--- config.mk ---
export PLATFORM = sky130hd
export DESIGN_NAME = pmd_mac
export DESIGN_NICKNAME = d
export VERILOG_FILES = /design/src/design/pmd_mac.sv
export SDC_FILE = /design/constraint.sdc
export NUM_CORES = 2
export LEC_CHECK = 0
export ABC_AREA = 1
export BUFFER_PORTS_ARGS = -buffer_cell sky130_fd_sc_hd__buf_2
export CAP_MARGIN = 30
export CORE_ASPECT_RATIO = 0.9
export CORE_MARGIN = 1.5
export CORE_UTILIZATION = 65
export DETAILED_ROUTE_END_ITERATION = 7
export PLACE_DENSITY = 0.83
export SYNTH_ARGS = -nofsm -noshare
export SYNTH_HDL_FRONTEND = slang
export SYNTH_SLANG_ARGS = --single-unit
--- constraint.sdc ---
create_clock -name i_clk -period 7.8 [get_ports i_clk]
set_clock_uncertainty 0.15 [all_clocks]
set_input_delay 0.78 -clock i_clk [delete_from_list [all_inputs] [get_ports i_clk]]
set_output_delay 0.78 -clock i_clk [all_outputs]
set_load 0.02 [all_outputs]
--- src/design/pmd_mac.sv ---
// ----------------------------------------------------------------------------
// pmd_mac: gain-term accumulator
// One 32x24 multiplier, two partial products per term, three terms.
// ----------------------------------------------------------------------------
module pmd_mac #(
    parameter int unsigned FRACTION_BITS = 16
) (
    input  logic               i_clk,
    input  logic               i_clear,
    input  logic               i_step_hi,
    input  logic               i_step_lo,
    input  logic               i_finish,
    input  logic [31:0]        i_gain,
    input  logic [47:0]        i_mag,
    input  logic               i_neg,
    output logic signed [53:0] o_sum
);
    localparam logic [63:0] TermCap = 64'd1 << 50;

    logic [55:0] r_prod;
    logic [63:0] r_phi;
    logic [63:0] r_h;
    logic [63:0] q;
    logic signed [53:0] r_sum;
    logic [23:0] r_b;

    always_comb begin
        if (r_h >= (64'd1 << (26 + FRACTION_BITS))) q = TermCap;
        else q = (r_h << (24 - FRACTION_BITS)) + 64'(r_b >> FRACTION_BITS);
        if (q > TermCap) q = TermCap;
    end

    always_ff @(posedge i_clk) begin
        if (i_step_hi) r_prod <= 56'(i_gain) * 56'(i_mag[47:24]);
        if (i_step_lo) begin
            r_phi  <= 64'(r_prod);
            r_prod <= 56'(i_gain) * 56'(i_mag[23:0]);
        end
        if (i_finish) begin
            r_h <= r_phi + 64'(r_prod >> 24);
            r_b <= r_prod[23:0];
        end
    end

    // a separate accumulate strobe keeps the term pipeline one deep
    logic r_acc;
    logic r_neg;
    always_ff @(posedge i_clk) begin
        r_acc <= i_finish;
        if (i_finish) r_neg <= i_neg;
    end

    logic signed [53:0] n_sum;
    always_comb begin
        n_sum = r_sum;
        if (r_acc) n_sum = r_neg ? r_sum - 54'(q) : r_sum + 54'(q);
    end

    always_ff @(posedge i_clk) begin
        if (i_clear)    r_sum <= '0;
        else if (r_acc) r_sum <= n_sum;
    end

    assign o_sum = r_sum;
endmodule

==> flow_metrics.tcl <==
set metrics [dict create \
    min_period_ns 7.46 \
    drive_gt1_share_pct 6.94 \
    yosys.area_share.simple_pct 16.7 \
    initialDrtViolationCount 5275 \
    gp_congestion 1.02 \
    fin_tns_setup_ns 0 \
    std_cell_rows 110 \
    worst_pin_slew_ns 0.991 \
    dpl_cell_area_mm2 0.0696 \
    final_common_cell "inv_1" \
    drt_pass1_iterations 6 \
    synth_fa_ha_area_share_pct 49.0 \
    setup_viol 0 \
    min_period_over_period_pct 95.6 \
    synth_edf_count 178 \
    cp_max_fo 15 \
    syn_area_mm2 0.0653 \
    syn-num-nets 10253 \
    yosysTopAreaCellShare_pct 40.4 \
    holdWs_ns 0.196 \
    gr-total-overflow 0 \
    initial_core_util_pct 65.4 \
    cts_buffers 26 \
    synth_compound_area_share_pct 6.70 \
    synthFlopType "edfxtp_1" \
    start_kind "input pin" \
    htree_num_levels 1 \
    syn_area_per_cell_um2 7.77 \
    hold_path_class "in -> reg" \
    instances_no_fill 9936 \
    vias 55876 \
    status "finished, final reports clean" \
    clk-insertion-delay-late_ns 0.61 \
    drc 0 \
    syn_inst 8399 \
    worstPathArrival_ns 7.64 \
    cts.sinks 233 \
    synth.distinct_cells 66 \
    required_ns 7.98 \
    cp-end-kind "flop" \
    cts_tree "done" \
    ant_nets 0 \
    pin_count 140 \
    fp.coreArea_mm2 0.0998 \
    fmax_ghz 0.134 \
    hold_violations 0 \
    synth_top_family_by_area "adder cells" \
    max_slew_margin_pct 34.0 \
    grt_max_degree 105 \
    path_clk_slew_ns 0.08 \
    syn_to_final_growth_pct 8.02 \
    grt_setup_unrepaired "false" \
    critPathKind "in -> reg" \
    grt_pass1_vias 58220 \
    clockBufferDepth 3 \
    io_buffers 139 \
    vias_per_cell 5.62 \
    ys_seq_area_share_pct 9.87 \
    synth_top_area_cell "fa_1" \
    synthXorXnorAreaFrac_pct 2.11 \
    drv_slew 0 \
    clock-root-buffer "clkbuf_16" \
    fp.dieW_um 337 \
    die_height_um 304 \
    synthMuxAreaShare_pct 0.0172 \
    post_drt_wl_per_cell_um 20.2 \
    fin_nets 10422 \
    grt_pass1_wl_um 316000 \
    ys_top_cells_by_area "fa_1, inv_1, nand2_1" \
    final_cell_mix "inv_1, nand2_1, fa_1" \
    antenna_found_initial 12 \
    maxCapViolations 0 \
    dp_hpwl_um 169000 \
    final_cell_area_mm2 0.0705 \
    wirelength_um 201000 \
    synthArstFlopShare_pct 0 \
    ys.warnings.count 0 \
    ys_ff_latch 233 \
    die_area_mm2 0.102 \
    grt_usage_pct 40.2 \
    dp.cells 9884 \
]
-- routing by layer --
| layer | wire (µm) | global-route usage (%) | part of all wire [%] |
|---|---|---|---|
| met2 | 88000 | 60.6 | 44 |
| met4 | 9480 | 16.2 | 4.7 |
| met3 | 25300 | 12.1 | 13 |
| met5 | 66 | 0 | 0.033 |
| met1 | 77700 | 54.5 | 39 |
-- final timing paths --
| kind | from | to | slack (ns) | depth (start not counted) |
|---|---|---|---|---|
| max | i_gain[17] | r_prod[45] | 0.34 | 23 |
| min | i_neg | r_neg | 0.20 | 1 |
| max reg2reg | r_h[43] | o_sum[46] | 1.78 | 26 |
| min reg2reg | r_prod[1] | r_phi[1] | 0.27 | 0 |
-- stage by stage --
stage / worst slack (ns) / util (%)
detailed placement: -0.282 / 69.8
global route: 0.0553 / 70.7
floorplan: 0.640 / -
CTS: 0.326 / 70.7
global placement: -0.335 / 69.7
finish: 0.344 / 70.7
-- synth_stat cells (all sizes together) (18+ instances only) --
library cell     n
nor2           419
nand3           96
buf             64
nor3            40
ha             450
o21bai          18
xnor2           61
nand2         2152
xor2            96
a21oi          314
o21a            18
dfxtp           55
a31oi           59
o211ai          29
nand4           37
inv           2341
o21ai          269
fa            1318
edfxtp         178
clkbuf         280
-- cell type report --
type                            instances  area (µm²)
Clock inverter                         18         234
Timing Repair Buffer                  485        3970
Tap cell                             1344        1680
Multi-Input combinational cell       5479       48700
Inverter                             2343        8800
Antenna cell                            5        12.5
Clock buffer                           29         662
Sequential cell                       233        6450
Fill cell                            7871       29300
-- sequential cells by signal, indices dropped and copies added (netlist names) --
| signal | cells |
|---|---|
| r_prod | 56 |
| r_phi | 56 |
| r_acc | 1 |
| r_b | 8 |
| o_sum | 54 |
| r_h | 57 |
| r_neg | 1 |
-- worst max-delay path, cell delays in order --
cell	delay (ns)
buf_2	0.43
nand2_1	0.16
fa_1	0.55
inv_1	0.06
fa_1	0.57
fa_1	0.46
fa_1	0.51
fa_1	0.51
inv_1	0.06
fa_1	0.50
inv_1	0.06
fa_1	0.48
ha_1	0.38
nand2_1	0.13
nor4_2	0.34
nand4_1	0.13
o211ai_1	0.33
buf_4	0.19
a21boi_1	0.09
o21ai_0	0.28
a21oi_1	0.11
o21ai_1	0.37
nand2_1	0.15
-- logic make-up after synthesis --
kind of cell	count (synthesis)
xor+xnor	157
flops	233
simple gates	2781
compound gates	772
buf+inv	2687
mux	1
fa+ha+maj	1768
-- timing repair --
action	in CTS	in global routing
endpoints found under the setup margin	0	1
gates resized for setup	0	1
hold buffers	0	0
buffers inserted	0	0
Power is left out: the tool's default activity adds up to more than one toggle a clock period on the data nets, which glitch-free logic cannot reach.
