<file path="config.mk">
export PLATFORM = sky130hd
export DESIGN_NAME = pmd_divider
export DESIGN_NICKNAME = d
export VERILOG_FILES = /design/src/design/pmd_pkg.sv /design/src/design/pmd_divider.sv
export SDC_FILE = /design/constraint.sdc
export NUM_CORES = 1
export LEC_CHECK = 0
export ABC_AREA = 1
export BUFFER_PORTS_ARGS = -buffer_cell sky130_fd_sc_hd__buf_2
export CAP_MARGIN = 20
export CORE_ASPECT_RATIO = 1.75
export CORE_MARGIN = 2
export CORE_UTILIZATION = 50
export CTS_BUF_LIST = sky130_fd_sc_hd__clkbuf_16
export DETAILED_ROUTE_END_ITERATION = 8
export GPL_TIMING_DRIVEN = 1
export PLACE_DENSITY = 0.79
export SETUP_SLACK_MARGIN = 0.1
export SYNTH_ARGS = -nofsm -noshare
export SYNTH_HDL_FRONTEND = slang
export SYNTH_SLANG_ARGS = --single-unit
</file>
<file path="constraint.sdc">
create_clock -name i_clk -period 2.6 [get_ports i_clk]
set_input_delay 0.39 -clock i_clk [delete_from_list [all_inputs] [get_ports i_clk]]
set_output_delay 0.39 -clock i_clk [all_outputs]
set_load 0.05 [all_outputs]
</file>
<file path="src/design/pmd_pkg.sv">
// ----------------------------------------------------------------------------
// pmd_pkg: shared types and constants
// Widths, register indexes and helper functions for the PID axis block.
// ----------------------------------------------------------------------------
package pmd_pkg;
    localparam int unsigned REG_PROP   = 0;
    localparam int unsigned REG_INTEG  = 1;
    localparam int unsigned REG_DERIV  = 2;
    localparam int unsigned REG_LIMIT  = 3;
    localparam int unsigned REG_PERIOD = 4;
    localparam int unsigned CfgIdxW    = 3;
    localparam int unsigned CfgDataW   = 32;
    localparam logic [19:0] UsPerSecond = 20'd1000000;

    typedef logic signed [31:0] t_q32;
    typedef logic signed [47:0] t_q48;

    // divider request / response
    typedef struct packed {
        logic        start;
        logic        neg;
        logic [51:0] dividend;
        logic [15:0] divisor;
    } t_div_req;

    typedef struct packed {
        logic        done;
        logic signed [52:0] quotient;
    } t_div_rsp;

    function automatic t_q32 sat32(input logic signed [63:0] v);
        t_q32 r;
        if (v > 64'sd2147483647)       r = 32'sh7FFFFFFF;
        else if (v < -64'sd2147483648) r = 32'sh80000000;
        else                           r = v[31:0];
        return r;
    endfunction
endpackage

</file>
<file path="src/design/pmd_divider.sv">
// ----------------------------------------------------------------------------
// pmd_divider: restoring divider
// Unsigned magnitude divide, one quotient bit a cycle, sign applied at end.
// ----------------------------------------------------------------------------
module pmd_divider (
    input  logic              i_clk,
    input  logic              i_rst_n,
    input  pmd_pkg::t_div_req i_req,
    output pmd_pkg::t_div_rsp o_rsp
);
    logic [51:0] r_quo, n_quo;
    logic [16:0] r_rem, n_rem;
    logic [15:0] r_den;
    logic [5:0]  r_cnt;
    logic        r_busy, r_neg, r_done;
    logic [16:0] trial;

    always_comb begin
        trial = {r_rem[15:0], r_quo[51]};
        n_quo = {r_quo[50:0], 1'b0};
        n_rem = trial;
        if (trial >= {1'b0, r_den}) begin
            n_rem    = trial - {1'b0, r_den};
            n_quo[0] = 1'b1;
        end
    end

    always_ff @(posedge i_clk) begin
        if (!i_rst_n) begin
            r_busy <= 1'b0;
            r_done <= 1'b0;
            r_cnt  <= '0;
        end else begin
            r_done <= 1'b0;
            if (i_req.start) begin
                r_busy <= 1'b1;
                r_cnt  <= 6'd52;
            end else if (r_busy) begin
                r_cnt <= r_cnt - 6'd1;
                if (r_cnt == 6'd1) begin
                    r_busy <= 1'b0;
                    r_done <= 1'b1;
                end
            end
        end
    end

    always_ff @(posedge i_clk) begin
        if (i_req.start) begin
            r_quo <= i_req.dividend;
            r_rem <= '0;
            r_den <= i_req.divisor;
            r_neg <= i_req.neg;
        end else if (r_busy) begin
            r_quo <= n_quo;
            r_rem <= n_rem;
        end
    end

    assign o_rsp.done     = r_done;
    assign o_rsp.quotient = r_neg ? -$signed({1'b0, r_quo}) : $signed({1'b0, r_quo});
endmodule

</file>
==> flow_summary.json <==
{
  "p_leak_nw": 4.041,
  "instances_no_fill": 1281,
  "outcome": "complete, but fails checks",
  "synth-edff-count": 69,
  "cts_tree": "yes",
  "synth_top_flop_cell": "edfxtp_1",
  "ir_drop_mv": 0.3343,
  "wl_um": 20990,
  "ant_nets": 0,
  "clockRootBuffer": "clkbuf_16",
  "async_reset_ff_share_pct": 0,
  "grt_overflow_total": 0,
  "grt_pass1_vias": 6842,
  "numPlacedInstances": 1231,
  "drv_slew": 0,
  "fin_skew_ns": 0.01432,
  "power.density_nw_per_um2": 555.3,
  "antenna_cells": 0,
  "final-hold-violation-count": 0,
  "nNetsFinal": 1197,
  "synth_cell_types": 39,
  "worstSkewPairLatency_ns": 0.36,
  "areaGrowthSynthToFinish_pct": 29.04,
  "yosys-top-cells-count": "nand2_1, inv_1, nor2_1",
  "syn-cell-area_um2": 6688,
  "ys_seq_elements": 93,
  "nFillCells": 1055,
  "drc": 0,
  "drv_cap": 0,
  "die_h_um": 157.0,
  "htree_levels": 3,
  "drtIter0Drc": 487,
  "maxSlewHeadroom_pct": 53.01,
  "yosysTopAreaCellShare_pct": 30.98,
  "synth_warnings": 0,
  "grt_setup_unrepaired": "true",
  "critPathLaunchType": "flip-flop",
  "drive_gt1_share_pct": 29.10,
  "avgSynthCellArea_um2": 7.062,
  "placed_area_um2": 7526,
  "ioPinCount": 126,
  "worstMarginPinSlew_ns": 0.7041,
  "grt_start_max_net_pins": 59,
  "die_width_um": 91.43,
  "synth_nets": 1039,
  "grt_usage_pct": 27.94,
  "ys_seq_area_share_pct": 38.17,
  "critPathKind": "reg2out",
  "dieArea_um2": 14350,
  "clk_path_buf_depth": 2,
  "fmax_mhz": 383.9,
  "start_util_pct": 51.42,
  "setup_viol": 1,
  "holdCritPathClass": "in2reg",
  "first_pass_iters": 6,
  "numCtsBuffers": 9,
  "synthTopCellsByArea": "edfxtp_1, nand2_1, dfxtp_1",
  "multi_input_area_um2": 3931,
  "path_clk_slew_ns": 0.08,
  "fin_crit_sh_pct": 100.2,
  "io_buffers": 125,
  "hpwlAfterDp_um": 15130,
  "violations": "negative setup slack",
  "fin_area_um2": 8630,
  "cts-hold-fix-buffers": 0,
  "coreArea_um2": 13010,
  "fin_util_pct": 66.35,
  "critPathMaxFanout": 5,
  "finalCriticalPeriod_ns": 2.605,
  "postLayoutSetupSlackWorst_ns": -0.005062,
  "critPathRequiredTime_ns": 2.21,
  "syn_inst": 947,
  "antenna_found_initial": 0,
  "fin_hold_ws_ns": 0.2039,
  "routabilityCongestion": 0.9819,
  "yosys.area.top_type": "edfxtp_1",
  "critPathCaptureType": "primary output",
  "cts_sinks": 93,
  "rows": 55,
  "yosysMostFrequentCell": "nand2_1",
  "avgRoutedWirePerCell_um": 16.38,
  "critPathArrivalTime_ns": 2.22,
  "num_vias": 6963,
  "viasPerCell": 5.436,
  "regArea_um2": 2552,
  "grt_pass1_wl_um": 31400
}
==> metal layers <==
| metal | vias up | part of all wire, % | global-route usage, % | routed length [µm] |
|---|---|---|---|---|
| met1 | 3166 | 34 | 26.14 | 7108 |
| li1 | 3367 | - | - | - |
| met3 | 111 | 5.1 | 4.691 | 1066 |
| met5 | - | 0 | 0 | 0 |
| met2 | 319 | 54 | 53.78 | 11350 |
| met4 | 0 | 7.0 | 19.55 | 1460 |
==> cells by family after synthesis <==
kind of cell	share of synthesized area (%)
and+or+nand+nor	33.77
buffers and inverters	9.504
AOI/OAI and AO/OA	8.681
DFF	38.17
xor gates and xnor gates	6.024
adders and majority gates	3.854
==> final timing paths <==
check / from / to / slack [ns] / cells after the start
max reg2reg: r_quo[51] / r_rem[8] / 0.38 / 12
min: i_req[68] / r_neg / 0.20 / 1
min reg2reg: r_rem[12] / r_rem[12] / 0.47 / 2
max: r_quo[17] / o_rsp[45] / -0.005 / 8
==> where the power goes <==
group	total, W	internal [W]	switching [W]	leakage (nW)
logic	0.00164	0.000496	0.00114	3.01
clock network	0.00131	0.000663	0.000643	0.136
registers	0.00185	0.00174	0.000109	0.895
==> timing repair <==
action / in CTS / in global routing
setup endpoints to repair: 36 / 41
gates cloned: 0 / 0
buffers inserted: 13 / 21
pin swaps: 19 / 37
resized for setup: 95 / 93
==> critical path, cell delays in order, from the launching register on <==
cell and delay [ns]:
edfxtp_1 0.51, nor2_4 0.19, nand3_2 0.12, nor2_4 0.12, nand2_2 0.10, o21ai_4 0.29, nand3_2 0.11, xor2_1 0.18
buf_4 0.23
==> cell usage in the layout, fill, tap and decap left out, types with 10 or more instances in the layout <==
cell / instances
nor2_1: 45
nor2_2: 33
dfxtp_1: 24
xor2_1: 36
buf_6: 15
nor2_4: 23
buf_2: 90
nand4_1: 10
edfxtp_1: 69
o21ai_0: 67
a21oi_1: 15
nand3b_1: 11
nand3_2: 21
nand2_2: 12
inv_1: 113
ha_1: 18
nand2_1: 277
inv_2: 21
nand3_1: 62
buf_4: 66
==> state kept, by name, indices dropped and copies added (netlist names) <==
register  flops
r_busy        1
r_den        16
r_cnt         6
r_neg         1
r_rem        16
r_done        1
r_quo        52
==> cell type report <==
class	instances	area share, %
clock buffer	9	2.610
clock inverter	7	0.6670
inverter	135	5.872
multi-input combinational	693	45.56
sequential	93	29.58
tap	171	2.479
timing repair buffer	173	13.24
==> metrics by stage <==
stage | total power, W | TNS (ns) | setup WS (ns)
floorplan | 0.002855 | 0 | 0.1094
global placement | 0.003230 | 0 | 0.1503
detailed placement | 0.003250 | 0 | 0.1457
CTS | 0.004660 | 0 | 0.05127
global route | 0.004965 | -1.003 | -0.07811
finish | 0.004792 | -0.005062 | -0.005062
No activity file was read; power rests on OpenSTA's default activity.
