### src/design/pmd_pkg.sv
// ----------------------------------------------------------------------------
// pmd_pkg: shared types and constants
// Widths, register indexes and helper functions for the PID axis block.
// ----------------------------------------------------------------------------
package pmd_pkg;
    localparam int unsigned REG_PROP   = 0;
    localparam int unsigned REG_INTEG  = 1;
    localparam int unsigned REG_DERIV  = 2;
    localparam int unsigned REG_LIMIT  = 3;
    localparam int unsigned REG_PERIOD = 4;
    localparam int unsigned CfgIdxW    = 3;
    localparam int unsigned CfgDataW   = 32;
    localparam logic [19:0] UsPerSecond = 20'd1000000;

    typedef logic signed [31:0] t_q32;
    typedef logic signed [47:0] t_q48;

    // divider request / response
    typedef struct packed {
        logic        start;
        logic        neg;
        logic [51:0] dividend;
        logic [15:0] divisor;
    } t_div_req;

    typedef struct packed {
        logic        done;
        logic signed [52:0] quotient;
    } t_div_rsp;

    function automatic t_q32 sat32(input logic signed [63:0] v);
        t_q32 r;
        if (v > 64'sd2147483647)       r = 32'sh7FFFFFFF;
        else if (v < -64'sd2147483648) r = 32'sh80000000;
        else                           r = v[31:0];
        return r;
    endfunction
endpackage

### src/design/pmd_median.sv
// ----------------------------------------------------------------------------
// pmd_median: derivative ring and median
// Holds the ring; finds the median by counting ranks, one entry a cycle.
// ----------------------------------------------------------------------------
module pmd_median #(
    parameter int unsigned WINDOW_SIZE = 5
) (
    input  logic          i_clk,
    input  logic          i_rst_n,
    input  logic          i_write,
    input  pmd_pkg::t_q32 i_value,
    input  logic          i_start,
    output logic          o_done,
    output pmd_pkg::t_q32 o_median
);
    localparam int unsigned IdxW = (WINDOW_SIZE > 1) ? $clog2(WINDOW_SIZE) : 1;
    localparam int unsigned CntW = $clog2(WINDOW_SIZE + 1);

    pmd_pkg::t_q32 r_win [WINDOW_SIZE];
    logic [CntW-1:0] r_fill;
    logic [IdxW-1:0] r_widx;
    logic [IdxW-1:0] r_scan;
    logic            r_busy, r_done;
    logic            r_have_lo, r_have_hi;
    pmd_pkg::t_q32   r_lo, r_hi;

    // rank of scanned entry: less-than count and less-or-equal count
    logic [CntW-1:0] lt_cnt, le_cnt;
    logic [CntW-1:0] k_lo, k_hi;
    pmd_pkg::t_q32   cand;

    always_comb begin
        lt_cnt = '0;
        le_cnt = '0;
        cand   = r_win[r_scan];
        for (int i = 0; i < WINDOW_SIZE; i++) begin
            if (i < r_fill) begin
                if (r_win[i] < cand)  lt_cnt = lt_cnt + CntW'(1);
                if (r_win[i] <= cand) le_cnt = le_cnt + CntW'(1);
            end
        end
        k_hi = r_fill >> 1;
        k_lo = r_fill[0] ? k_hi : k_hi - CntW'(1);
    end

    always_ff @(posedge i_clk) begin
        if (!i_rst_n) begin
            r_fill <= '0;
            r_widx <= '0;
            r_busy <= 1'b0;
            r_done <= 1'b0;
        end else begin
            r_done <= 1'b0;
            if (i_write) begin
                if (r_fill < CntW'(WINDOW_SIZE)) begin
                    r_fill <= r_fill + CntW'(1);
                end else begin
                    r_widx <= (r_widx == IdxW'(WINDOW_SIZE - 1)) ? '0 : r_widx + IdxW'(1);
                end
            end
            if (i_start) begin
                r_busy <= 1'b1;
            end else if (r_busy && (CntW'(r_scan) + CntW'(1) >= r_fill)) begin
                r_busy <= 1'b0;
                r_done <= 1'b1;
            end
        end
    end

    always_ff @(posedge i_clk) begin
        if (i_write) begin
            if (r_fill < CntW'(WINDOW_SIZE)) r_win[r_fill[IdxW-1:0]] <= i_value;
            else                             r_win[r_widx] <= i_value;
        end
        if (i_start) begin
            r_scan <= '0;
            r_have_lo <= 1'b0;
            r_have_hi <= 1'b0;
        end else if (r_busy) begin
            r_scan <= r_scan + IdxW'(1);
            if (lt_cnt <= k_lo && le_cnt > k_lo) begin
                r_lo <= cand;
                r_have_lo <= 1'b1;
            end
            if (lt_cnt <= k_hi && le_cnt > k_hi) begin
                r_hi <= cand;
                r_have_hi <= 1'b1;
            end
        end
    end

    logic signed [32:0] pair_sum;
    assign pair_sum = 33'(r_lo) + 33'(r_hi);
    assign o_done   = r_done;
    assign o_median = (r_have_lo && r_have_hi) ?
                      pmd_pkg::t_q32'((pair_sum + 33'(pair_sum[32])) >>> 1) : '0;
endmodule

### config.mk
export PLATFORM = sky130hd
export DESIGN_NAME = pmd_median
export DESIGN_NICKNAME = d
export VERILOG_FILES = /design/src/design/pmd_pkg.sv /design/src/design/pmd_median.sv
export SDC_FILE = /design/constraint.sdc
export NUM_CORES = 1
export LEC_CHECK = 0
export CAP_MARGIN = 20
export CORE_AREA = 2 2 258 158
export CTS_CLUSTER_SIZE = 24
export DETAILED_ROUTE_END_ITERATION = 16
export DIE_AREA = 0 0 260 160
export DONT_BUFFER_PORTS = 1
export GPL_TIMING_DRIVEN = 0
export SETUP_SLACK_MARGIN = 0.02
export SYNTH_ARGS = -nofsm -noshare
export SYNTH_HDL_FRONTEND = slang
export SYNTH_SLANG_ARGS = --single-unit
### constraint.sdc
create_clock -name i_clk -period 18.45 [get_ports i_clk]
set_input_delay 0.9225 -clock i_clk [delete_from_list [all_inputs] [get_ports i_clk]]
set_output_delay 0.9225 -clock i_clk [all_outputs]
set_load 0.1 [all_outputs]
==> flow_summary.yaml, run 1 <==
synthesis:
  synth_cells: 1510
  synth.most_common_cell: "sky130_fd_sc_hd__edfxtp_1"
  asyncSetResetFlopFracSynth_pct: 0
  ys.warnings.count: 0
  synth_largest_type_area_fraction_pct: 49.4
  synthesis.area_sq_um: 19400
  post_synth_most_frequent_cells: "320 x sky130_fd_sc_hd__edfxtp_1, 223 x sky130_fd_sc_hd__ha_1, 107 x sky130_fd_sc_hd__nand2_1, 94 x sky130_fd_sc_hd__a21oi_1, 93 x sky130_fd_sc_hd__nor2_1"
  synthDistinctLibCells: 77
  synth.net_count: 1770
  seq_area_frac_synth_pct: 51.1
  avgSynthCellArea_sq_um: 12.9
  synth_area_leader_cell: "sky130_fd_sc_hd__edfxtp_1"
  netlist_top_cells_area: "sky130_fd_sc_hd__edfxtp_1 49%, sky130_fd_sc_hd__ha_1 14%, sky130_fd_sc_hd__mux4_2 7.4%"
  synth-seq-cells: 336
  synth-main-ff-cell: "sky130_fd_sc_hd__edfxtp_1"
  synth-edff-count: 320
worst_setup_path:
  start_kind: "register"
  cp_max_fo: 17
  timing_worst_setup_path_type: "reg -> reg"
  timing.critical_path.required_ns: 18.72
  critPathSlowestCell: "sky130_fd_sc_hd__nor4bb_1"
  cpPeakStageDelay_ns: 0.89
  crit_path_end_kind: "register"
  worst-endpoint-arrival_ns: 10.27
  crit_path_frequent_cell: "sky130_fd_sc_hd__ha_1"
floorplan:
  dieHeight_microns: 160
  chipWidth_microns: 260
  starting_utilization_of_the_core_area_pct: 49.1
  top_level_ports: 69
  std_cell_rows: 57
  design.core.area_sq_um: 39600
  die_area_sq_um: 41600
pwr:
  static-leakage-power_nw: 7.75
  p_per_area_nw_per_um2: 85.9
  total_power_mw: 1.87
  worst_ir_drop_vdd_mv: 0.0763
route:
  drt_pass1_iterations: 5
  wl_per_cell_microns: 24.6
  drt-initial-drc-count: 1333
  route.vias.total: 13100
  post_route_ant_nets: 0
  routed_via_count_divided_by_cell_count: 6.16
  drc_errors: 0
  drt_wl_total_mm: 52.1
place:
  place_area_sq_um: 20600
  placement.setup.worst_slack_ns: 8.38
  io_buffers: 0
  gp_congestion: 0.881
  sum_of_net_half_perimeters_after_detailed_placement_mm: 40.2
timing:
  fin_worst_skew_ns: 0.0224
  post_route_fraction_of_the_period_consumed_by_the_critical_path_pct: 54.2
  layout_min_cycle_time_ns: 10.0
  timing.slew.headroom_pct: 21.2
  tns_ns: 0
  finalSetupViolations: 0
  final_critical_path_setup_slack_ns: 8.45
  unrepaired_setup_endpoints_after_global_routing: "false"
  tightest_slew_ns: 1.18
  max_freq_mhz: 100
  final_slew_violations: 0
  finalHoldViolations: 0
finish:
  syn_to_final_growth_pct: 11.6
  final_layout_size_suffix_gt1_share_pct: 12.7
  finished_core_util_pct: 54.9
  antennaDiodeCount: 0
  finalNetCount: 1829
  fillCellCount: 3300
  finish.instance_area_sq_um: 21700
cts:
  tritoncts: "built"
  htree_num_levels: 1
  ctsLongestPathBuffers: 3
  cts.hold.buffers_added: 0
  tritoncts_num_sinks: 336
  post-cts-setup-buffers: 0
  clkTransAtPathRegs_ns: 0.07
  clock_latency_ns: 0.58
  cts_buffers: 31
  cts_root_buf: "sky130_fd_sc_hd__clkbuf_16"
  total_of_cells_resized_after_clock_tree_synthesis: 0
global_route:
  grt_pass1_vias: 12400
  grt_max_degree: 23
  first_pass_grt_wire_length_mm: 77.4
  grt_usage_pct: 25.0
  number_of_antenna_violations_at_the_first_check_in_global_routing: 0
  total_congestion_overflow_after_global_routing: 0
min_path:
  hold_path.class: "in -> reg"
status:
  outcome: "finished clean"
flow_run:
  drv_cap: 0
==> stage by stage <==
step	hold slack, ns	instances
3_3_place_gp	0.506	2041
3_5_place_dp	0.514	2064
2_1_floorplan	0.451	1510
5_1_grt	0.383	2122
6_report	0.407	2122
4_1_cts	0.385	2119
==> worst paths after layout <==
| kind | from | endpoint | slack, ns | cells past startpoint |
|---|---|---|---|---|
| max | register | r_lo[27]$_DFFE_PP_ | 8.45 | 28 |
| min | i_start | register | 0.41 | 1 |
| max reg2reg | register | r_lo[27]$_DFFE_PP_ | 8.45 | 28 |
| min reg2reg | r_have_hi$_SDFFE_PP0P_ | r_have_hi$_SDFFE_PP0P_ | 0.52 | 2 |
==> sequential cells by signal, summed over array words and instances (netlist names), named ones only <==
| name | cells |
|---|---|
| r_win | 256 |
| r_have_lo | 1 |
| r_have_hi | 1 |
| r_hi | 32 |
| r_busy | 1 |
| o_done | 1 |
| r_lo | 32 |
| r_fill | 3 |
| r_scan | 3 |
| r_widx | 3 |
==> cell usage in the layout (no fill, tap or decap), types with 10 or more instances in the layout <==
cell | Yosys | layout
sky130_fd_sc_hd__nand2b_1 | 12 | 12
sky130_fd_sc_hd__nor2_2 | 0 | 17
sky130_fd_sc_hd__o211ai_1 | 15 | 15
sky130_fd_sc_hd__clkbuf_16 | 0 | 31
sky130_fd_sc_hd__or3_1 | 10 | 10
sky130_fd_sc_hd__nor3_1 | 30 | 30
sky130_fd_sc_hd__clkbuf_1 | 16 | 22
sky130_fd_sc_hd__nor2_1 | 93 | 68
sky130_fd_sc_hd__edfxtp_1 | 320 | 320
sky130_fd_sc_hd__ha_1 | 223 | 223
sky130_fd_sc_hd__mux4_2 | 64 | 64
sky130_fd_sc_hd__nand3_1 | 27 | 27
sky130_fd_sc_hd__mux2i_1 | 41 | 34
sky130_fd_sc_hd__a211oi_1 | 23 | 23
sky130_fd_sc_hd__nand2_1 | 107 | 107
sky130_fd_sc_hd__buf_8 | 0 | 12
sky130_fd_sc_hd__o21a_1 | 16 | 16
sky130_fd_sc_hd__a31oi_1 | 12 | 12
sky130_fd_sc_hd__nor2b_1 | 22 | 22
sky130_fd_sc_hd__a21oi_1 | 94 | 90
sky130_fd_sc_hd__nand4_1 | 31 | 31
sky130_fd_sc_hd__dfxtp_1 | 16 | 16
sky130_fd_sc_hd__a21o_1 | 31 | 31
sky130_fd_sc_hd__xor2_1 | 19 | 19
sky130_fd_sc_hd__inv_1 | 59 | 59
sky130_fd_sc_hd__o21ai_0 | 66 | 66
sky130_fd_sc_hd__xnor2_1 | 34 | 34
==> per-layer routing <==
layer  vias up  wire length [microns]  part of all wire, %  track usage, %
li1       6058                      -                    -               -
met1      6484                  26000                   50            41.5
met2       484                  20600                   39            33.3
met3        46                   4780                  9.2            5.68
met4         0                    791                  1.5            3.89
met5         -                      0                    0               0
==> power by group <==
| part | internal (mW) | leakage, nW | switching, mW |
|---|---|---|---|
| combinational | 0.130 | 4.22 | 0.203 |
| sequential | 0.860 | 3.03 | 0.0111 |
| clock | 0.379 | 0.497 | 0.282 |
==> layout make-up <==
type	instances	area (sq um)	area share (%)
flip-flops and latches	336	9930	45.7
multi-input cells	1089	9360	43.1
clock buffers	37	798	3.68
well taps	531	664	3.06
repair buffers	26	394	1.82
clock inverters	18	238	1.09
inverters	59	221	1.02
plain buffers	26	104	0.478
==> worst max-delay path: cells and delay by family (launching register included) <==
kind                       cells  cell delay, ns
and+or+nand+nor                7            1.75
AOI/OAI and AO/OA              4            1.63
adders and majority gates      6            1.72
muxes                          6            2.27
buffers and inverters          5            1.95
DFF                            1            0.32
==> cell families (layout without fill, tap and decap cells) <==
family                     count (synthesis)  count (layout)  share of synthesized area, %
DFF                                      336             336                          51.1
xor gates and xnor gates                  55              55                          2.62
buffers and inverters                     85             166                          1.67
and+or+nand+nor                          380             380                          9.62
adders and majority gates                224             224                          14.4
AOI/OAI and AO/OA                        317             317                          10.6
muxes                                    113             113                          9.98
(Power assumes the default switching activity.)
==> run 2: changes to the inputs <==
- PLACE_DENSITY: not set -> 0.67
- clock period: 18.45 -> 9.1 ns (I/O delays scaled with it)
==> run 2 against run 1 <==
Net effect: register-to-register slack lost 8.1 ns; clock-buffer cell count shrank 1; hold slack lost 0.33 ns; clock power grew 110%; sequential share of layout area shrank 0.80 points; via count grew 3.2%; sequential power grew 100%.
==> flow_summary.yaml, run 2 (same netlist as run 1, synthesis figures left out) <==
finish:
  multi_input_area_sq_um: 9380
  layout.cells.most_common_list: "320 x sky130_fd_sc_hd__edfxtp_1, 223 x sky130_fd_sc_hd__ha_1, 107 x sky130_fd_sc_hd__nand2_1"
  syn_to_final_growth_pct: 13.7
  finish.instance_area_sq_um: 22100
  max_flop_register: "r_win"
  register_area_sq_um: 9930
  finalNetCount: 1861
  layout_top_registers: "r_win x256, r_hi x32, r_lo x32"
  largest_reg_flops: 256
  final_layout_size_suffix_gt1_share_pct: 13.4
  antennaDiodeCount: 0
  fillCellCount: 3223
  finished_core_util_pct: 55.8
  final_common_cell: "sky130_fd_sc_hd__edfxtp_1"
min_path:
  hold_path.class: "in -> reg"
pwr:
  worst_ir_drop_vdd_mv: 0.144
  clock_power_share_pct: 35.7
  static-leakage-power_nw: 7.91
  switching_share_pct: 27.2
  power_report.internal_total_mw: 2.79
  p_seq_share_pct: 46.2
  comb_power_share_pct: 18.1
  p_per_area_nw_per_um2: 173
  power_switching_mw: 1.04
global_route:
  grt_pass1_vias: 12800
  grt_max_degree: 23
  first_pass_grt_wire_length_mm: 79.2
  number_of_antenna_violations_at_the_first_check_in_global_routing: 1
  total_congestion_overflow_after_global_routing: 0
  grt_usage_pct: 25.4
floorplan:
  design.core.area_sq_um: 39600
  dieHeight_microns: 160
  die_area_sq_um: 41600
  chipWidth_microns: 260
  std_cell_rows: 57
  top_level_ports: 69
  starting_utilization_of_the_core_area_pct: 49.1
route:
  wl_per_cell_microns: 24.5
  drt-initial-drc-count: 1457
  drt_pass1_iterations: 5
  routed_via_count_divided_by_cell_count: 6.26
  drt_wl_total_mm: 52.7
  post_route_ant_nets: 0
  drc_errors: 0
  route.vias.total: 13500
flow_run:
  drv_cap: 0
timing:
  finalSetupViolations: 0
  timing.slew.headroom_pct: 19.7
  fin_hold_ws_ns: 0.0719
  finalHoldViolations: 0
  max_freq_mhz: 115
  post_route_fraction_of_the_period_consumed_by_the_critical_path_pct: 95.6
  tns_ns: 0
  layout_min_cycle_time_ns: 8.70
  unrepaired_setup_endpoints_after_global_routing: "false"
  fin_worst_skew_ns: 0.0123
  final_slew_violations: 0
  tightest_slew_ns: 1.20
cts:
  clock_latency_ns: 0.59
  cts_buffers: 31
  cts_root_buf: "sky130_fd_sc_hd__clkbuf_16"
  tritoncts: "built"
  htree_num_levels: 1
  ctsLongestPathBuffers: 3
  tritoncts_num_sinks: 336
  clkTransAtPathRegs_ns: 0.07
status:
  outcome: "finished clean"
worst_setup_path:
  start_kind: "register"
  timing_worst_setup_path_type: "reg -> reg"
  cp_max_fo: 17
  crit_path_end_kind: "register"
  timing.critical_path.required_ns: 9.38
  worst-endpoint-arrival_ns: 8.99
place:
  sum_of_net_half_perimeters_after_detailed_placement_mm: 40.1
  place_area_sq_um: 20600
  io_buffers: 0
  gp_congestion: 0.929
[run 2: cell types whose count changed in the layout (fill, tap and decap cells not counted), sizes merged]
cell	delta
dlygate4sd3	+34
buf	-5
clkinvlp	+5
clkinv	-3
clkbuf	-2
clkdlybuf4s15	+4
[run 2: metal layers]
metal | global-route usage (%) | part of all wire (%)
met2 | 34.1 | 40
met1 | 42.5 | 49
met5 | 0 | 0
met3 | 5.06 | 9.8
met4 | 3.63 | 1.5
[run 2: worst paths after layout]
check	slack, ns	start	cells past startpoint	end
max	0.40	register	26	r_lo[26]$_DFFE_PP_
min	0.07	i_start	3	r_have_hi$_SDFFE_PP0P_
max reg2reg	0.40	register	26	r_lo[26]$_DFFE_PP_
min reg2reg	0.52	r_have_hi$_SDFFE_PP0P_	2	r_have_hi$_SDFFE_PP0P_
[run 2: per-stage QoR]
step                total power [mW]  cells  setup WS (ns)
floorplan                       2.26   1510          0.537
detailed placement              2.46   2061          -1.16
finish                          3.83   2155          0.396
global placement                2.43   2041          -2.76
CTS                             3.84   2152          0.116
global route                    3.99   2155         0.0371
[run 2: cell type report]
| type | instances | area share, % |
|---|---|---|
| flip-flops and latches | 336 | 44.9 |
| multi-input cells | 1089 | 42.4 |
| clock buffers | 36 | 3.64 |
| repair buffers | 60 | 3.31 |
| well taps | 531 | 3.01 |
| clock inverters | 20 | 1.10 |
| inverters | 59 | 1.00 |
| plain buffers | 24 | 0.594 |
[run 2: power by group through the flow]
stage | registers (mW) | logic [mW] | clock network, mW
after floorplan | 1.79 | 0.466 | 0
after global placement | 1.80 | 0.628 | 0
after detailed placement | 1.80 | 0.659 | 0
after CTS | 1.77 | 0.686 | 1.39
after global routing | 1.77 | 0.773 | 1.44
final | 1.77 | 0.695 | 1.37
[run 2: critical path: stages, from the launching register on]
cell and delay [ns]:
sky130_fd_sc_hd__dfxtp_2 0.65, sky130_fd_sc_hd__clkdlybuf4s15_2 0.65, sky130_fd_sc_hd__mux4_2 0.57, sky130_fd_sc_hd__mux2i_1 0.54, sky130_fd_sc_hd__ha_1 0.34, sky130_fd_sc_hd__nand4_1 0.24, sky130_fd_sc_hd__nor3_1 0.24, sky130_fd_sc_hd__nor4bb_2 0.69
sky130_fd_sc_hd__nand2_1 0.12, sky130_fd_sc_hd__o31a_1 0.30, sky130_fd_sc_hd__mux2_2 0.26, sky130_fd_sc_hd__nor2_1 0.06, sky130_fd_sc_hd__ha_1 0.28, sky130_fd_sc_hd__inv_1 0.03, sky130_fd_sc_hd__o22ai_1 0.35, sky130_fd_sc_hd__ha_1 0.30
sky130_fd_sc_hd__mux2_2 0.28, sky130_fd_sc_hd__ha_1 0.27, sky130_fd_sc_hd__mux2_2 0.27, sky130_fd_sc_hd__ha_1 0.19, sky130_fd_sc_hd__o211ai_1 0.11, sky130_fd_sc_hd__xnor3_1 0.44, sky130_fd_sc_hd__ha_1 0.34, sky130_fd_sc_hd__o21ai_0 0.08
sky130_fd_sc_hd__nand2b_1 0.12, sky130_fd_sc_hd__a221oi_4 0.38, sky130_fd_sc_hd__buf_8 0.24
[run 2: timing repair]
item                       in CTS  in global routing
hold buffers                   34                  0
setup endpoints to repair      66                 23
hold endpoints to repair      270                  0
pin swaps                       1                  1
setup buffers                   3                  3
gates resized for setup        14                  2
==> run 3: changes to the inputs <==
- ABC_AREA: not set -> 1
- CORE_AREA: 2 2 258 158 -> 2 2 265 162
- DIE_AREA: 0 0 260 160 -> 0 0 267 164
==> run 3 against run 2 <==
Net effect: first-iteration DRC count rose by 61%; final area rose by 4.3%; sequential share of layout area fell by 1.9 points; combinational power rose by 77%; global-route usage rose by 6.4 points; non-clock buffer count rose by 16; routed wire length rose by 31%; hold slack got worse by 0.031 ns; clock skew rose by 0.017 ns; critical endpoint is now r_hi[4]$_DFFE_PP_; largest cell class unchanged; highest routed layer is now met5.
==> flow_summary.yaml, run 3 <==
status:
  outcome: "finished clean"
cts:
  clkTransAtPathRegs_ns: 0.06
  tritoncts: "built"
  ctsLongestPathBuffers: 3
  tritoncts_num_sinks: 336
  cts_root_buf: "sky130_fd_sc_hd__clkbuf_16"
  cts_buffers: 31
  htree_num_levels: 1
  clock_latency_ns: 0.61
route:
  drc_errors: 0
  routed_via_count_divided_by_cell_count: 5.79
  route.vias.total: 17100
  drt-initial-drc-count: 2339
  drt_wl_total_mm: 68.9
  drt_pass1_iterations: 5
  wl_per_cell_microns: 23.2
  post_route_ant_nets: 0
place:
  sum_of_net_half_perimeters_after_detailed_placement_mm: 53.2
  gp_congestion: 0.978
  io_buffers: 0
global_route:
  grt_max_degree: 31
  grt_usage_pct: 31.8
  first_pass_grt_wire_length_mm: 102
  total_congestion_overflow_after_global_routing: 0
  number_of_antenna_violations_at_the_first_check_in_global_routing: 6
  grt_pass1_vias: 16000
synthesis:
  avgSynthCellArea_sq_um: 8.98
  synth.net_count: 2540
  synth_largest_type_area_fraction_pct: 46.9
  asyncSetResetFlopFracSynth_pct: 0
  synth_cells: 2280
  synth.most_common_cell: "sky130_fd_sc_hd__nand2_1"
  synth-seq-cells: 336
  share_of_the_synthesized_area_in_compound_gates_ao_oa_aoi_oai_pct: 12.1
  synth_top_family_by_area: "simple AND/OR/NAND/NOR gates"
  synth-edff-count: 320
  synthXorXnorAreaFrac_pct: 0.959
  netlist_top_cells_area: "sky130_fd_sc_hd__edfxtp_1 47%, sky130_fd_sc_hd__ha_1 14%, sky130_fd_sc_hd__nand2_1 8.0%"
  post_synth_most_frequent_cells: "434 x sky130_fd_sc_hd__nand2_1, 320 x sky130_fd_sc_hd__edfxtp_1, 304 x sky130_fd_sc_hd__nor2_1, 241 x sky130_fd_sc_hd__inv_1, 228 x sky130_fd_sc_hd__o21ai_0"
  synth_area_leader_cell: "sky130_fd_sc_hd__edfxtp_1"
  synth_simple_gate_area_share_pct: 19.2
  yosys.area_share.adder_pct: 13.7
  seq_area_frac_synth_pct: 48.5
  synth-main-ff-cell: "sky130_fd_sc_hd__edfxtp_1"
  synthDistinctLibCells: 48
  synthesis.area_sq_um: 20500
  ys.warnings.count: 0
  yosys-mux-area-fraction_pct: 0
worst_setup_path:
  r2r_setup_slack_ns: 0.59
  worst-path-stages: 39
  r2r_cells: 39
  crit_path_frequent_cell: "sky130_fd_sc_hd__nand2_1"
  worst-endpoint-arrival_ns: 8.85
  critPathSlowestCell: "sky130_fd_sc_hd__o21ai_0"
  cp_num_buf_inv: 8
  cp_max_fo: 22
  crit_path_end_kind: "register"
  critical_path.reg2reg.endpoint: "r_hi[4]$_DFFE_PP_"
  start_kind: "register"
  worst_setup_path_endpoint: "r_hi[4]$_DFFE_PP_"
  timing_worst_setup_path_type: "reg -> reg"
  critical-path-top-delay-family: "compound AO/OA/AOI/OAI gates"
  timing.critical_path.required_ns: 9.43
  cpPeakStageDelay_ns: 0.83
timing:
  finalHoldViolations: 0
  unrepaired_setup_endpoints_after_global_routing: "false"
  layout_min_cycle_time_ns: 8.51
  final_slew_violations: 0
  finalSetupViolations: 0
  timing.slew.headroom_pct: 19.2
  post_route_fraction_of_the_period_consumed_by_the_critical_path_pct: 93.6
  max_freq_mhz: 117
  fin_worst_skew_ns: 0.0290
  tightest_slew_ns: 1.21
floorplan:
  std_cell_rows: 58
  design.core.area_sq_um: 41400
  starting_utilization_of_the_core_area_pct: 49.4
  top_level_ports: 69
  die_area_sq_um: 43800
  dieHeight_microns: 164
  chipWidth_microns: 267
pwr:
  p_per_area_nw_per_um2: 187
  total_power_mw: 4.32
  static-leakage-power_nw: 9.51
  worst_ir_drop_vdd_mv: 0.164
finish:
  multi_input_area_sq_um: 9610
  max_flop_register: "r_win"
  largest_reg_flops: 256
  finalNetCount: 2624
  final_layout_size_suffix_gt1_share_pct: 7.75
  syn_to_final_growth_pct: 12.6
  register_area_sq_um: 9930
  layout.cells.most_common_list: "434 x sky130_fd_sc_hd__nand2_1, 320 x sky130_fd_sc_hd__edfxtp_1, 275 x sky130_fd_sc_hd__nor2_1"
  finished_core_util_pct: 55.6
  final_common_cell: "sky130_fd_sc_hd__nand2_1"
  layout_top_registers: "r_win x256, r_hi x32, r_lo x32"
  fillCellCount: 3702
min_path:
  hold_path.class: "in -> reg"
flow_run:
  drv_cap: 0
## run 3: power by group
| part | internal (mW) | total (mW) | switching, mW | leakage (nW) |
|---|---|---|---|---|
| Clock | 0.682 | 1.29 | 0.606 | 0.469 |
| Combinational | 0.369 | 1.23 | 0.861 | 6.01 |
| Sequential | 1.76 | 1.80 | 0.0318 | 3.04 |
## run 3: layout make-up
class | instances | area share (%)
sequential | 336 | 43.1
multi-input combinational | 1642 | 41.7
inverter | 253 | 4.14
clock buffer | 35 | 3.43
tap | 570 | 3.09
timing repair buffer | 51 | 2.81
buffer | 49 | 0.977
clock inverter | 22 | 0.749
antenna | 4 | 0.0434
## run 3: repair_timing
| item | 4_1_cts | 5_1_grt |
|---|---|---|
| endpoints found under the setup margin | 66 | 66 |
| hold buffers | 34 | 0 |
| pin swaps | 0 | 1 |
| cloned | 0 | 0 |
| resized for setup | 24 | 31 |
| hold endpoints to repair | 261 | 0 |
| buffers inserted | 0 | 1 |
## run 3: cell families after synthesis
| group | after synthesis |
|---|---|
| adder cells (fa/ha/maj) | 224 |
| buffers and inverters | 302 |
| AO/OA/AOI/OAI | 460 |
| XOR/XNOR | 19 |
| AND/OR/NAND/NOR | 939 |
| flip-flops | 336 |
## run 3: layer usage
layer	up-vias	track usage, %	share of wire, %	wire (microns)
li1	8075	-	-	-
met1	8174	52.4	49	33800
met2	824	41.6	37	25500
met3	67	7.98	12	8490
met4	2	4.67	1.4	959
met5	-	0	0.019	13
## run 3: worst min-delay path by stage
stage	endpoint	slack, ns	cells after the start	start
after floorplan	r_have_hi$_SDFFE_PP0P_	0.43	2	r_have_hi$_SDFFE_PP0P_
after global placement	r_have_hi$_SDFFE_PP0P_	0.44	2	r_have_hi$_SDFFE_PP0P_
after detailed placement	r_have_hi$_SDFFE_PP0P_	0.46	2	r_have_hi$_SDFFE_PP0P_
after CTS	register	0.02	3	i_start
after global routing	register	0.04	3	i_start
final	register	0.04	3	i_start
## run 3: tightest hold or removal path, delay by kind of cell
family | cells | cell delay (ns)
buffers and inverters | 1 | 0.06
AOI/OAI and AO/OA | 1 | 0.06
and+or+nand+nor | 1 | 0.02
## run 3: stage by stage
stage,cells,area (sq um),TNS (ns),worst slack [ns],hold slack (ns)
finish,2962,23100,0,0.587,0.0411
global route,2959,23000,0,0.0206,0.0420
CTS,2957,23000,0,0.0653,0.0227
detailed placement,2866,21700,-60.65,-1.12,0.456
global placement,2850,21200,-128.23,-2.58,0.442
floorplan,2280,20500,0,1.60,0.426
